===== src/design/ted_pkg.sv =====
// ----------------------------------------------------------------------------
// ted_pkg
// Shared types, verdict codes and lead-byte decode for the encoding detector.
// ----------------------------------------------------------------------------
package ted_pkg;

    typedef enum logic [2:0] {
        ENC_ANSI     = 3'd0,
        ENC_UTF8     = 3'd1,
        ENC_UTF8_BOM = 3'd2,
        ENC_UTF16_LE = 3'd3,
        ENC_UTF16_BE = 3'd4
    } t_enc;

    localparam logic [2:0] COUNT_SAT = 3'd4;

    // Scan state carried from byte to byte within one buffer
    typedef struct packed {
        logic [2:0] pend;       // continuation bytes still owed
        logic       all_ascii;
        logic       invalid;
        logic [7:0] lead0;
        logic [7:0] lead1;
        logic [7:0] lead2;
        logic [2:0] count;      // bytes seen, saturates at COUNT_SAT
    } t_scan;

    localparam t_scan SCAN_RST = '{
        pend:      3'd0,
        all_ascii: 1'b1,
        invalid:   1'b0,
        lead0:     8'h00,
        lead1:     8'h00,
        lead2:     8'h00,
        count:     3'd0
    };

    // Continuations owed after a lead byte; zero means not a valid lead.
    // FE/FF decode as five-byte leads (four continuations).
    function automatic logic [2:0] cont_for_lead(input logic [7:0] b);
        logic [2:0] n;
        if (b == 8'hFC || b == 8'hFD) begin
            n = 3'd5;
        end else if (b >= 8'hF8) begin
            n = 3'd4;
        end else if (b >= 8'hF0) begin
            n = 3'd3;
        end else if (b >= 8'hE0) begin
            n = 3'd2;
        end else if (b >= 8'hC0) begin
            n = 3'd1;
        end else begin
            n = 3'd0;
        end
        return n;
    endfunction

endpackage


===== src/design/ted_step.sv =====
// ----------------------------------------------------------------------------
// ted_step
// Per-byte scan update and end-of-buffer verdict, purely combinational.
// ----------------------------------------------------------------------------
module ted_step (
    input  ted_pkg::t_scan i_scan,
    input  logic [7:0]     i_byte,
    input  logic           i_last,
    output ted_pkg::t_scan o_scan,
    output ted_pkg::t_enc  o_enc
);
    import ted_pkg::*;

    t_scan      upd;
    logic [2:0] lead_n;

    always_comb begin
        upd    = i_scan;
        lead_n = cont_for_lead(i_byte);

        unique case (i_scan.count)
            3'd0:    upd.lead0 = i_byte;
            3'd1:    upd.lead1 = i_byte;
            3'd2:    upd.lead2 = i_byte;
            default: ;
        endcase
        if (i_scan.count < COUNT_SAT) begin
            upd.count = i_scan.count + 3'd1;
        end

        // once an error is seen the UTF-8 check state freezes
        if (!i_scan.invalid) begin
            if (i_byte[7]) begin
                upd.all_ascii = 1'b0;
            end
            if (i_scan.pend == 3'd0) begin
                if (i_byte[7]) begin
                    if (lead_n == 3'd0) begin
                        upd.invalid = 1'b1;
                    end else begin
                        upd.pend = lead_n;
                    end
                end
            end else begin
                if (i_byte[7:6] != 2'b10) begin
                    upd.invalid = 1'b1;
                end else begin
                    upd.pend = i_scan.pend - 3'd1;
                end
            end
        end
    end

    always_comb begin
        priority if (upd.count >= 3'd3 && upd.lead0 == 8'hFF && upd.lead1 == 8'hFE) begin
            o_enc = ENC_UTF16_LE;
        end else if (upd.count >= 3'd3 && upd.lead0 == 8'hFE && upd.lead1 == 8'hFF) begin
            o_enc = ENC_UTF16_BE;
        end else if (upd.count >= COUNT_SAT && upd.lead0 == 8'hEF &&
                     upd.lead1 == 8'hBB && upd.lead2 == 8'hBF) begin
            o_enc = ENC_UTF8_BOM;
        end else if (upd.invalid || upd.pend != 3'd0 || upd.all_ascii) begin
            o_enc = ENC_ANSI;
        end else begin
            o_enc = ENC_UTF8;
        end
    end

    // the final byte closes the buffer
    assign o_scan = i_last ? SCAN_RST : upd;

endmodule


===== src/design/text_encoding_detector.sv =====
// A final byte passes the input register, then the result register, before its
// verdict is valid; a stall on the result side can delay it further.
// Throughput: one byte per cycle unless a final byte is held; the scan step is a single register stage.
// A final byte waits in the input register only while a prior verdict is held.
// Reset (synchronous, active low) empties both registers and clears the scan.
// ----------------------------------------------------------------------------
// text_encoding_detector
// Scans a byte stream for BOMs and UTF-8 structure, one verdict per buffer.
// ----------------------------------------------------------------------------
module text_encoding_detector (
    input  logic       i_clk,
    input  logic       i_rst_n,
    input  logic       i_valid,
    output logic       o_stall,
    input  logic [7:0] i_data_byte,
    input  logic       i_last_byte,
    output logic       o_valid,
    input  logic       i_stall,
    output logic [2:0] o_encoding
);
    import ted_pkg::*;

    logic       r_s1_valid;
    logic [7:0] r_s1_byte;
    logic       r_s1_last;
    t_scan      r_scan;
    t_scan      n_scan;
    t_enc       n_enc;
    logic       r_out_valid;
    t_enc       r_out_enc;

    logic out_free;
    logic s1_adv;
    logic s1_load;

    ted_step u_step (
        .i_scan (r_scan),
        .i_byte (r_s1_byte),
        .i_last (r_s1_last),
        .o_scan (n_scan),
        .o_enc  (n_enc)
    );

    // non-final bytes never need the result register
    assign out_free = !r_out_valid || !i_stall;
    assign s1_adv   = r_s1_valid && (!r_s1_last || out_free);
    assign s1_load  = !r_s1_valid || s1_adv;
    assign o_stall  = !s1_load;

    always_ff @(posedge i_clk) begin
        if (!i_rst_n) begin
            r_s1_valid  <= 1'b0;
            r_out_valid <= 1'b0;
            r_scan      <= SCAN_RST;
        end else begin
            if (s1_load) begin
                r_s1_valid <= i_valid;
            end
            if (s1_adv) begin
                r_scan <= n_scan;
            end
            if (s1_adv && r_s1_last) begin
                r_out_valid <= 1'b1;
            end else if (!i_stall) begin
                r_out_valid <= 1'b0;
            end
        end
    end

    always_ff @(posedge i_clk) begin
        if (s1_load) begin
            r_s1_byte <= i_data_byte;
            r_s1_last <= i_last_byte;
        end
        if (s1_adv && r_s1_last) begin
            r_out_enc <= n_enc;
        end
    end

    assign o_valid    = r_out_valid;
    assign o_encoding = r_out_enc;

endmodule


===== config.mk =====
export PLATFORM = sky130hd
export DESIGN_NAME = text_encoding_detector
export DESIGN_NICKNAME = d
export VERILOG_FILES = /design/src/design/ted_pkg.sv /design/src/design/ted_step.sv /design/src/design/text_encoding_detector.sv
export SDC_FILE = /design/constraint.sdc
export NUM_CORES = 1
export LEC_CHECK = 0
export BUFFER_PORTS_ARGS = -buffer_cell sky130_fd_sc_hd__buf_2
export CAP_MARGIN = 40
export CORE_MARGIN = 2
export CORE_UTILIZATION = 50
export DETAILED_ROUTE_END_ITERATION = 8
export GPL_ROUTABILITY_DRIVEN = 0
export PLACE_DENSITY = 0.78
export SYNTH_ARGS = -nofsm -noshare
export SYNTH_HDL_FRONTEND = slang
export SYNTH_SLANG_ARGS = --single-unit

===== constraint.sdc =====
create_clock -name i_clk -period 3.2 [get_ports i_clk]
set_input_delay 0.32 -clock i_clk [delete_from_list [all_inputs] [get_ports i_clk]]
set_output_delay 0.32 -clock i_clk [all_outputs]
set_load 0.1 [all_outputs]

==> results of run 1 <==
## worst reg2reg max path, stage by stage (launching register included)
cell and delay (ns):
dfxtp_1 0.41, inv_1 0.08, ha_1 0.21, and2b_2 0.25, mux2i_1 0.17, or4_4 0.57, nor4_4 0.30, or3b_1 0.14
o31ai_1 0.06
## flip-flops by register name, summed over array words and instances (netlist names)
| signal | cells |
|---|---|
| r_scan | 32 |
| r_s1_byte | 8 |
| o_encoding | 3 |
| o_valid | 1 |
| r_s1_last | 1 |
| r_s1_valid | 1 |
## layer usage
metal,part of all wire [%],track usage (%),vias to the layer above
li1,-,-,927
met1,46,28.9,857
met2,46,33.0,67
met3,6.3,4.03,8
met4,1.6,6.38,0
met5,0,0,-
## synth_stat cells
library cell,number
buf_4,1
xnor2_1,1
and2_1,4
nor4_4,1
nand4_1,2
or4_4,1
mux2_2,1
nor3b_1,3
nand4b_1,1
nor4_1,3
nand2_1,13
a32oi_1,1
nand2b_1,9
a21o_1,2
and4b_1,3
or3b_1,1
a31oi_1,3
a31oi_2,1
o221a_2,1
a211oi_1,1
nor3_1,7
nand3_1,9
dfxtp_1,34
ha_1,6
o2111ai_1,1
o21ai_0,6
a21oi_1,9
o22ai_1,1
o21a_1,3
nor2_1,11
nor2b_1,35
o21ai_1,2
a211o_2,1
clkbuf_1,8
nand3b_1,1
a22oi_1,22
a2111oi_2,1
and2b_2,2
mux2i_1,4
o31ai_1,3
edfxtp_1,12
inv_1,9
and3_1,4
a21boi_0,3
buf_2,1
## through the flow
stage	instance area (um2)	hold slack (ns)	instances	power [mW]
after floorplan	2340	0.419	248	0.716
after global placement	2450	0.434	308	0.747
after detailed placement	2450	0.441	308	0.748
after CTS	2540	0.190	316	1.08
after global routing	2540	0.184	316	1.12
final	2540	0.195	316	1.08
## power breakdown
part | total, mW | internal, mW | switching (mW)
Sequential | 0.634 | 0.611 | 0.0229
Clock | 0.341 | 0.150 | 0.191
Combinational | 0.102 | 0.0372 | 0.0651
Total | 1.08 | 0.798 | 0.279
## cell families (layout without fill, tap and decap cells)
| group | after synthesis | count (layout) |
|---|---|---|
| xor gates and xnor gates | 1 | 1 |
| buffers and inverters | 19 | 35 |
| muxes | 5 | 5 |
| adders and majority gates | 6 | 6 |
| AOI/OAI and AO/OA | 61 | 61 |
| and+or+nand+nor | 110 | 110 |
| DFF | 46 | 46 |
## path summary, 6_finish.rpt
path,endpoint,slack [ns],depth (start not counted)
hold / removal,r_s1_byte[0]$_DFFE_PN_,0.20,1
hold reg to reg,r_scan[28]$_SDFFE_PN1P_,0.46,1
setup reg to reg,o_encoding[0]$_SDFFCE_PP1P_,0.76,8
setup / recovery,o_encoding[0]$_SDFFCE_PP1P_,0.76,8
## layout make-up
type,instances,area (um2)
Clock inverter,3,16.3
Sequential cell,46,1040
Clock buffer,5,68.8
Tap cell,52,65.1
Timing Repair Buffer,18,92.6
Inverter,9,33.8
Multi-Input combinational cell,183,1220
Fill cell,407,1910
==> out/results.ini, run 1 <==
[status]
status=complete, no violations

[power]
ir_worst_vdd_uv=410
cellPowerDensity_nw_per_um2=424
total_leakage_power_nw=0.919

[logic_synthesis]
synth_cells=248
synth_compound_area_share_pct=18.5
synth_area_leaders=dfxtp_1 29%, edfxtp_1 15%, nor2b_1 9.4%
yosys.area_share.simple_pct=28.0
yosysTopAreaCell=dfxtp_1
synth_cell_types=45
synth_xor_area_share_pct=0.375
syn_nets=267
yosysSeqAreaShare_pct=44.5
synthAdderAreaFrac_pct=3.21
synth_top_family_by_area=simple AND/OR/NAND/NOR gates
synth-seq-cells=46
syn_area_um2=2340
yosys_warnings=0
yosysTopAreaCellShare_pct=29.1
synth_mux_area_share_pct=2.19
synth_area_per_cell_um2=9.43

[finish]
drive_above_1_share_pct=12.9
area_growth_syn_to_layout_pct=8.56
final_util_pct=57.1
fin_nets=282
final_common_cell=nor2b_1
n_antenna_cell=0
final_cell_mix=35 x nor2b_1, 34 x dfxtp_1, 22 x a22oi_1, 17 x buf_2, 13 x nand2_1

[sta]
fin_setup_tns_ns=0
slew_violations=0
setup_ws_ns=0.757
clock_skew_ns=0.00631
grt_setup_unrepaired=no
relSlewSlack_pct=59.6
max_freq_ghz=0.409
finalHoldViolations=0
worstMarginPinSlew_ns=0.606
finalCriticalPeriod_ns=2.44
setup_violations=0
fin_crit_sh_pct=76.4

[critical_path]
crit_family=simple AND/OR/NAND/NOR gates
crit_path_end_kind=flip-flop
crit_required_ns=3.25
path_cells=inv_1, ha_1, and2b_2, mux2i_1, or4_4, nor4_4, or3b_1, o31ai_1
slowest_stage=or4_4
crit_type=reg2reg
path_buf_inv=1
critPathMaxFanout=6
start_kind=flip-flop
rr_startpoint=r_scan[1]$_SDFFE_PN0P_
critPathLaunch=r_scan[1]$_SDFFE_PN0P_
max_stage_delay_ns=0.57
critPathArrivalTime_ns=2.50

[die]
io_pins=18
dieArea_um2=5240
core-area_um2=4440
die_w_um=72.4
start_util_pct=52.6
die_y_um=72.4
rows=24

[detailed_routing]
vias_per_cell=5.88
wl_per_cell_um=16.0
drc_errors=0
num_vias=1859
drt-pass1-iter-count=5
totalWireLength_um=5050
dr.first_iter.drc_count=124
ant_nets=0

[clocking]
cts_hold_buf=0
cts-root-buf=clkbuf_8
post_cts_resized=0
postCtsSetupBuffers=0
cts.sinks=46
numCtsBuffers=5
clk-insertion-delay-late_ns=0.30
path_clk_slew_ns=0.09
cts_max_level=2
cts_max_path_buffers=2
cts_tree=done

[global_route]
grt_pass1_vias=1737
antenna_found_initial=0
gr-total-overflow=0
grt_max_degree=33
grt_pass1_wl_um=8460
grt_usage_pct=20.8

[place]
dp_hpwl_um=3720
io_buffers=17
dpl_worst_slack_ns=0.760

[job]
maxCapViolCount=0

[hold_path]
hp-class=in2reg
min_from=i_data_byte[0]

No activity file was read; power rests on OpenSTA's default activity.
==> run 2: changes to the inputs <==
==> constraint.sdc (replaced) <==
create_clock -name i_clk -period 2.5 [get_ports i_clk]
set_input_delay 0.25 -clock i_clk [delete_from_list [all_inputs] [get_ports i_clk]]
set_output_delay 0.25 -clock i_clk [all_outputs]
set_load 0.1 [all_outputs]
==> out/results.ini, run 2 (same netlist as run 1, synthesis figures left out) <==
[status]
status=complete, no violations

[critical_path]
crit_type=reg2reg
critPathArrivalTime_ns=2.38
r2r_slack_ns=0.17
regToRegEndpoint=o_encoding[0]$_SDFFCE_PP1P_
crit_path_end_kind=flip-flop
start_kind=flip-flop
crit_end=o_encoding[0]$_SDFFCE_PP1P_
crit_required_ns=2.56
rr_startpoint=r_scan[1]$_SDFFE_PN0P_
critPathLaunch=r_scan[1]$_SDFFE_PN0P_
critPathMaxFanout=6
worst-r2r-cell-count=8

[power]
p_int_mw=1.03
power_frac_seq_pct=57.3
swShare_pct=26.4
p_comb_share_pct=10.4
ir_worst_vdd_uv=327
total_leakage_power_nw=0.933
cellPowerDensity_nw_per_um2=543
p_switching_uw=371
pwr-share-clk_pct=32.2

[place]
dpl_worst_slack_ns=0.0538
placed_cells=312
io_buffers=17
dp_hpwl_um=3890
placed_area_um2=2490

[sta]
relSlewSlack_pct=59.4
fin_crit_sh_pct=93.0
worstMarginPinSlew_ns=0.602
grt_setup_unrepaired=no
finalCriticalPeriod_ns=2.33
clock_skew_ns=0.0113
max_freq_ghz=0.430
setup_violations=0
fin_setup_tns_ns=0
slew_violations=0
finalHoldViolations=0
setup_ws_ns=0.175

[finish]
drive_above_1_share_pct=15.7
nFillCells=395
final_cell_mix=35 x nor2b_1, 32 x dfxtp_1, 22 x a22oi_1, 17 x buf_2, 13 x nand2_1
fin_nets=286
finalNonFillerCells=320
regMostFlops=r_scan
area_growth_syn_to_layout_pct=10.5
final_common_cell=nor2b_1
n_antenna_cell=0
largest_reg_flops=32
finalInstanceArea_um2=2580

[clocking]
cts-root-buf=clkbuf_8
cts_max_path_buffers=2
numCtsBuffers=5
cts_tree=done
clk-insertion-delay-late_ns=0.31
cts_max_level=2
cts.sinks=46
path_clk_slew_ns=0.08
cts_hold_buf=0

[global_route]
antenna_found_initial=0
grt_max_degree=33
grt_pass1_wl_um=9200
grt_usage_pct=22.9
gr-total-overflow=0
grt_pass1_vias=1897

[detailed_routing]
num_vias=1946
wl_per_cell_um=16.9
dr.first_iter.drc_count=213
drt-pass1-iter-count=5
drc_errors=0
totalWireLength_um=5390
ant_nets=0
vias_per_cell=6.08

[die]
die_y_um=72.4
dieArea_um2=5240
rows=24
die_w_um=72.4
start_util_pct=52.6
io_pins=18
core-area_um2=4440

[hold_path]
hp-class=in2reg
min_from=i_data_byte[6]

[job]
maxCapViolCount=0

-- run 2: critical path, stage by stage, from the launching register on --
cell     delay, ns
dfxtp_2       0.37
inv_1         0.07
ha_1          0.24
and2b_2       0.26
mux2i_1       0.18
or4_4         0.57
nor4_4        0.18
or3b_1        0.15
o31ai_1       0.06
-- run 2: metal layers --
metal,wire (um),up-vias,GRT usage [%]
li1,-,937,-
met5,0,-,0
met4,198,0,11.5
met3,390,25,4.86
met1,2350,892,29.8
met2,2450,92,36.2
-- run 2: cell type report --
| class | instances | area (um2) | share of cell area [%] |
|---|---|---|---|
| Clock buffer | 6 | 72.6 | 2.81 |
| Clock inverter | 2 | 13.8 | 0.533 |
| Sequential cell | 46 | 1040 | 40.4 |
| Tap cell | 52 | 65.1 | 2.52 |
| Multi-Input combinational cell | 183 | 1230 | 47.6 |
| Timing Repair Buffer | 22 | 123 | 4.75 |
| Inverter | 9 | 37.5 | 1.45 |
-- run 2: worst min path at each step --
stage	end	slack, ns	cells after the start
final	r_s1_byte[6]$_DFFE_PN_	0.12	1
after global routing	r_s1_byte[0]$_DFFE_PN_	0.11	1
after CTS	r_s1_byte[5]$_DFFE_PN_	0.11	1
after detailed placement	r_s1_byte[5]$_DFFE_PN_	0.43	1
after global placement	r_s1_last$_DFFE_PN_	0.43	1
after floorplan	r_s1_byte[0]$_DFFE_PN_	0.35	0
-- run 2: stage by stage --
stage	hold WS, ns	util [%]	power [mW]
3_3_place_gp	0.426	56.0	0.961
6_report	0.116	58.1	1.40
5_1_grt	0.105	58.1	1.45
3_5_place_dp	0.428	56.0	0.964
4_1_cts	0.114	57.9	1.40
2_1_floorplan	0.349	-	0.917
-- run 2: power groups by stage --
stage | Combinational (mW) | Sequential, mW | Clock, mW
finish | 0.147 | 0.804 | 0.452
global route | 0.161 | 0.806 | 0.488
CTS | 0.144 | 0.803 | 0.457
detailed placement | 0.143 | 0.820 | 0
global placement | 0.141 | 0.820 | 0
floorplan | 0.0912 | 0.826 | 0
-- run 2: repair_timing --
item / 4_1_cts / 5_1_grt
hold endpoints to repair: 0 / 0
setup buffers: 0 / 0
setup endpoints to repair: 0 / 1
gates resized for setup: 0 / 3
==> run 3: changes to the inputs <==
--- a/config.mk
+++ b/config.mk
@@ -11,7 +11,7 @@
 export CORE_UTILIZATION = 50
 export DETAILED_ROUTE_END_ITERATION = 8
 export GPL_ROUTABILITY_DRIVEN = 0
-export PLACE_DENSITY = 0.78
+export PLACE_DENSITY = 0.67
 export SYNTH_ARGS = -nofsm -noshare
 export SYNTH_HDL_FRONTEND = slang
 export SYNTH_SLANG_ARGS = --single-unit
==> out/results.ini, run 3 (same netlist as run 1, synthesis figures left out) <==
[status]
status=complete, no violations

[finish]
drive_above_1_share_pct=15.3
final_common_cell=nor2b_1
n_antenna_cell=0
area_growth_syn_to_layout_pct=10.4
regMostFlops=r_scan
fin_nets=286
final_cell_mix=35 x nor2b_1, 32 x dfxtp_1, 22 x a22oi_1, 17 x buf_2, 13 x nand2_1
largest_reg_flops=32

[sta]
grt_setup_unrepaired=no
finalCriticalPeriod_ns=2.32
max_freq_ghz=0.431
slew_violations=0
relSlewSlack_pct=57.2
setup_violations=0
whs_ns=0.117
worstMarginPinSlew_ns=0.635
fin_setup_tns_ns=0
finalHoldViolations=0
fin_crit_sh_pct=92.9
clock_skew_ns=0.00905

[critical_path]
slowest_stage=mux2_2
critPathArrivalTime_ns=2.38
crit_required_ns=2.56
crit_type=reg2reg
path_cells=inv_1, ha_1, nand2b_1, mux2_2, a211o_2, nor4_4, or3b_1, o31ai_1
max_stage_delay_ns=0.40
crit_path_end_kind=flip-flop
worst-r2r-cell-count=8
critPathMaxFanout=5
start_kind=flip-flop

[global_route]
grt_pass1_vias=1871
grt_pass1_wl_um=9050
grt_max_degree=33
grt_usage_pct=22.6
antenna_found_initial=0
gr-total-overflow=0

[place]
dp_hpwl_um=3950
io_buffers=17

[power]
ir_worst_vdd_uv=348
cellPowerDensity_nw_per_um2=547
power_frac_seq_pct=56.8
pwr-share-clk_pct=32.8
p_comb_share_pct=10.4
p_switching_uw=356
total_leakage_power_nw=0.935
power.total_mw=1.41
p_int_mw=1.06
swShare_pct=25.2

[detailed_routing]
totalWireLength_um=5400
ant_nets=0
drc_errors=0
num_vias=1918
drt-pass1-iter-count=4
top_layer=met4
wl_met2_um=2450
vias_per_cell=5.99
drt-met1-wl_um=2620
wl_met3_um=241
wl_per_cell_um=16.9
dr.first_iter.drc_count=136

[clocking]
cts_max_level=2
cts_tree=done
cts-root-buf=clkbuf_8
path_clk_slew_ns=0.09
cts_max_path_buffers=2
cts.sinks=46
numCtsBuffers=5
clk-insertion-delay-late_ns=0.30
cts_hold_buf=0

[hold_path]
hp-class=in2reg
hold_depth=1

[die]
die_y_um=72.4
start_util_pct=52.6
rows=24
core-area_um2=4440
die_w_um=72.4
io_pins=18
dieArea_um2=5240

[job]
maxCapViolCount=0

run 3: area by class of cell:
cell class | instances | area, um2
multi-input combinational | 183 | 1220
clock inverter | 1 | 5.00
sequential | 46 | 1040
inverter | 9 | 37.5
timing repair buffer | 22 | 123
tap | 52 | 65.1
clock buffer | 7 | 86.3
fill | 402 | 1860
run 3: final timing paths:
path	from	to	slack [ns]
worst max-delay path	r_scan[1]$_SDFFE_PN0P_	o_encoding[0]$_SDFFCE_PP1P_	0.18
worst min-delay path	i_data_byte[7]	r_s1_byte[7]$_DFFE_PN_	0.12
worst min register to register	r_scan[28]$_SDFFE_PN1P_	r_scan[28]$_SDFFE_PN1P_	0.47
worst max register to register	r_scan[1]$_SDFFE_PN0P_	o_encoding[0]$_SDFFCE_PP1P_	0.18
run 3: critical path: cells and delay by family, from the launching register on:
kind,cells,cell delay (ns)
AOI/OAI and AO/OA,2,0.40
muxes,1,0.40
DFF,1,0.37
and+or+nand+nor,3,0.64
adders and majority gates,1,0.21
buffers and inverters,1,0.08
run 3: timing repair:
action / 4_1_cts / 5_1_grt
setup endpoints to repair: 0 / 1
resized for setup: 0 / 2
setup buffers: 0 / 0
run 3: power groups by stage:
stage / clock, mW / combinational, mW / sequential, mW
6_report: 0.464 / 0.146 / 0.803
5_1_grt: 0.504 / 0.161 / 0.805
4_1_cts: 0.479 / 0.146 / 0.802
3_5_place_dp: 0 / 0.145 / 0.819
3_3_place_gp: 0 / 0.145 / 0.819
2_1_floorplan: 0 / 0.0912 / 0.826
run 3: metrics by stage:
stage / setup slack, ns / std cells / utilization, % / cell area [um2]
floorplan: 0.0777 / 248 / - / 2340
global placement: 0.134 / 312 / 56.0 / 2490
detailed placement: 0.0528 / 312 / 56.0 / 2490
CTS: 0.0519 / 320 / 58.0 / 2580
global route: 0.0596 / 320 / 58.1 / 2580
finish: 0.178 / 320 / 58.1 / 2580
run 3: layer usage:
metal  track usage, %  vias up
met2             35.4       45
met4             7.41        0
li1                 -      938
met5                0        -
met3             4.31        9
met1             31.5      926
